==> config.mk <==
export PLATFORM = sky130hd
export DESIGN_NAME = lcal_alu
export DESIGN_NICKNAME = d
export VERILOG_FILES = /design/src/sv/lcal_pkg.sv /design/src/sv/lcal_alu.sv
export SDC_FILE = /design/constraint.sdc
export NUM_CORES = 1
export LEC_CHECK = 0
export ABC_AREA = 1
export BUFFER_PORTS_ARGS = -buffer_cell sky130_fd_sc_hd__buf_2
export CORE_MARGIN = 2
export CORE_UTILIZATION = 42
export DETAILED_ROUTE_END_ITERATION = 7
export PLACE_DENSITY = 0.71
export SLEW_MARGIN = 0
export SYNTH_ARGS = -nofsm -noshare
export SYNTH_HDL_FRONTEND = slang
export SYNTH_SLANG_ARGS = --single-unit
export TNS_END_PERCENT = 30
==> constraint.sdc <==
create_clock -name vclk -period 8.5
set_input_delay 2.125 -clock vclk [all_inputs]
set_output_delay 2.125 -clock vclk [all_outputs]
set_load 0.05 [all_outputs]
==> src/sv/lcal_pkg.sv <==
// types and fixed constants of the lifting unit
`default_nettype none

package lcal_pkg;

  localparam int NODE_FW  = 10;                // node field width
  localparam int DEPTH_FW = 10;                // stored depth width
  localparam int DIST_FW  = 11;                // distance field width
  localparam int ALU_W    = 18;                // shared unit width, signed
  localparam int STEP_W   = $clog2(NODE_FW);   // reduction step counter

  localparam logic [DIST_FW-1:0] DIST_MAX = 11'd2046;

  // item opcodes
  localparam logic OP_ATTACH = 1'b0;
  localparam logic OP_QUERY  = 1'b1;

  // shared unit operations
  localparam logic ALU_ADD = 1'b0;
  localparam logic ALU_SUB = 1'b1;

  typedef struct packed {
    logic                opcode;
    logic [NODE_FW-1:0]  node_a;
    logic [NODE_FW-1:0]  node_b;
  } req_t;

  typedef struct packed {
    logic [NODE_FW-1:0]  ancestor;
    logic [DIST_FW-1:0]  distance;
  } rsp_t;

  typedef struct packed {
    logic              op;
    logic [ALU_W-1:0]  x;
    logic [ALU_W-1:0]  y;
  } alu_req_t;

  typedef struct packed {
    logic [ALU_W-1:0]  sum;
    logic              neg;
    logic              eq;
  } alu_res_t;

endpackage

`default_nettype wire

==> src/sv/lcal_alu.sv <==
// shared add, subtract and compare unit of the lifting unit
`default_nettype none

module lcal_alu (
  input  lcal_pkg::alu_req_t req,
  output lcal_pkg::alu_res_t res
);

  logic [lcal_pkg::ALU_W-1:0] addend;
  logic                       carry;

  always_comb begin
    carry   = (req.op == lcal_pkg::ALU_SUB);
    addend  = carry ? ~req.y : req.y;
    res.sum = req.x + addend + {{(lcal_pkg::ALU_W-1){1'b0}}, carry};
    res.neg = res.sum[lcal_pkg::ALU_W-1];
    res.eq  = (req.x == req.y);
  end

endmodule

`default_nettype wire

==> results.json <==
{
  "critPathMostFrequentCell": "nand2_1",
  "syn-num-nets": 313,
  "grt_overflow": 0,
  "final_cells": 359,
  "yosysSeqAreaShare": 0,
  "peakVddDrop_mv": 0.0579,
  "cp_slowest_cell": "buf_2",
  "status": "finished clean",
  "wl_per_cell_um": 10.0,
  "setup_viol": 0,
  "diodes": 0,
  "p_per_area_nw_per_um2": 146,
  "placedCellCount": 359,
  "n_fill_cell": 363,
  "drv_cap": 0,
  "power.total_w": 0.000256,
  "area_growth_pct": 22.1,
  "worstMarginPinSlew_ns": 0.513,
  "die_w_um": 62.6,
  "hold_buffers": 0,
  "synth.largest_area_cell": "nand2_1",
  "drtAntennaViolNets": 0,
  "place.port_buffers": 57,
  "seq_cells": 0,
  "via_per_inst": 4.62,
  "synth.top_cell.area_share": 0.221,
  "clkbuf_count": 0,
  "worstPathArrival_ns": 4.13,
  "antenna_found_initial": 0,
  "timing.slew.headroom": 0.658,
  "via_count": 1658,
  "ff_latch_area_um2": 0,
  "ys_warn_count": 0,
  "syn_area_um2": 1440,
  "drt-total-wl_um": 3600,
  "dp_hpwl_um": 3260,
  "drive_above_1_share": 0.230,
  "final_nets": 369,
  "crit_path_max_fanout": 18,
  "synthCells": 259,
  "grt_max_degree": 19,
  "cts.repair.resized": 0,
  "hold_path.class": "input pin to output pin",
  "rsz0062_at_grt": "no",
  "num_rows": 21,
  "final_common_cell": "nand2_1",
  "clock.fmax_mhz": 160,
  "startpoint_type": "input pin",
  "tns_ns": 0,
  "worstPathRequired_ns": 6.38,
  "first_iter_violations": 64,
  "dieHeight_um": 62.6,
  "dp_slack_ns": 2.24,
  "hold_violations": 0,
  "p_leak_nw": 1.06,
  "cp-end-kind": "output pin",
  "synth.distinct_cells": 25,
  "drc": 0,
  "cp_cell_sequence": "buf_2 -> xor2_1 -> ha_1 -> nand2_1 -> clkinv_1 -> nand3_1 -> nand2_1 -> nand2_1 -> nand2_2 -> nand2_2 -> nand3_1 -> nand2_1 -> buf_2",
  "critPathMaxStageDelay_ns": 0.42,
  "start_util": 0.435,
  "path_class": "input pin to output pin",
  "fin_crit_sh": 0.736,
  "gp_congestion": 0.907,
  "syn_area_per_cell_um2": 5.57,
  "period_minus_slack_ns": 6.26,
  "die-area_um2": 3920,
  "core_um2": 3310,
  "first_pass_iters": 4,
  "io_pins": 57,
  "grt_pass1_vias": 1473,
  "slew_violations": 0,
  "postCtsSetupRepairBufs": 0,
  "fin_ws_ns": 2.24,
  "synth.area.top_cells": "nand2_1, xor2_1, ha_1",
  "track_usage": 0.185,
  "final_util": 0.532,
  "final_cell_mix": "nand2_1, buf_2, inv_1, xor2_1, nor2_1",
  "grt_pass1_wl_um": 6240
}
## power breakdown
part	internal [W]	switching, W	total (W)	leakage, nW
registers	0	0	0	0
logic	0.0000707	0.000186	0.000256	1.06
clock network	0	0	0	0
total	0.0000707	0.000186	0.000256	1.06
## worst max-delay path, delay by kind of cell
kind / cells / cell delay, ns
buffers and inverters: 3 / 0.74
and+or+nand+nor: 8 / 0.66
xor gates and xnor gates: 1 / 0.31
adders and majority gates: 1 / 0.29
## routing by layer
metal / vias to the layer above / part of all wire / track usage
met5: - / 0 / 0
met4: 0 / 0 / 0
met3: 0 / 0.058 / 0.00541
met2: 42 / 0.45 / 0.317
met1: 698 / 0.49 / 0.275
li1: 918 / - / -
## path summary, 6_finish.rpt
kind  cells after the start  slack, ns  endpoint  startpoint
max                      13       2.24   res[13]     req[36]
min                       4       4.68    res[2]     req[18]
## metrics by stage
stage | instance area, µm² | hold slack [ns]
CTS | 1760 | 4.69
finish | 1760 | 4.68
global route | 1760 | 4.72
floorplan | 1440 | 4.55
detailed placement | 1760 | 4.69
global placement | 1760 | 4.68
## cell families after synthesis
group	after synthesis	synth area share
AO/OA/AOI/OAI	20	0.0781
buffers and inverters	39	0.110
adder cells (fa/ha/maj)	17	0.153
XOR/XNOR	37	0.225
AND/OR/NAND/NOR	146	0.434
## Yosys cell counts, types with 2 or more instances
library cell and instances:
nor3_1 6, nand2_2 5, o21ai_0 4, inv_2 2, xnor2_1 5, nor2_2 3, a21oi_1 11, inv_1 33
ha_1 16, nor2_1 24, o22ai_1 2, xor2_1 32, nand4_1 3, nand3_1 16, nand2_1 85, a21oi_2 2
nand3_2 2
## final cells by class
type	count	area (µm²)	area share
Timing Repair Buffer	57	285	0.162
Inverter	36	135	0.0768
Multi-Input combinational cell	220	1280	0.728
Tap cell	46	57.6	0.0327
(Power assumes the default switching activity.)
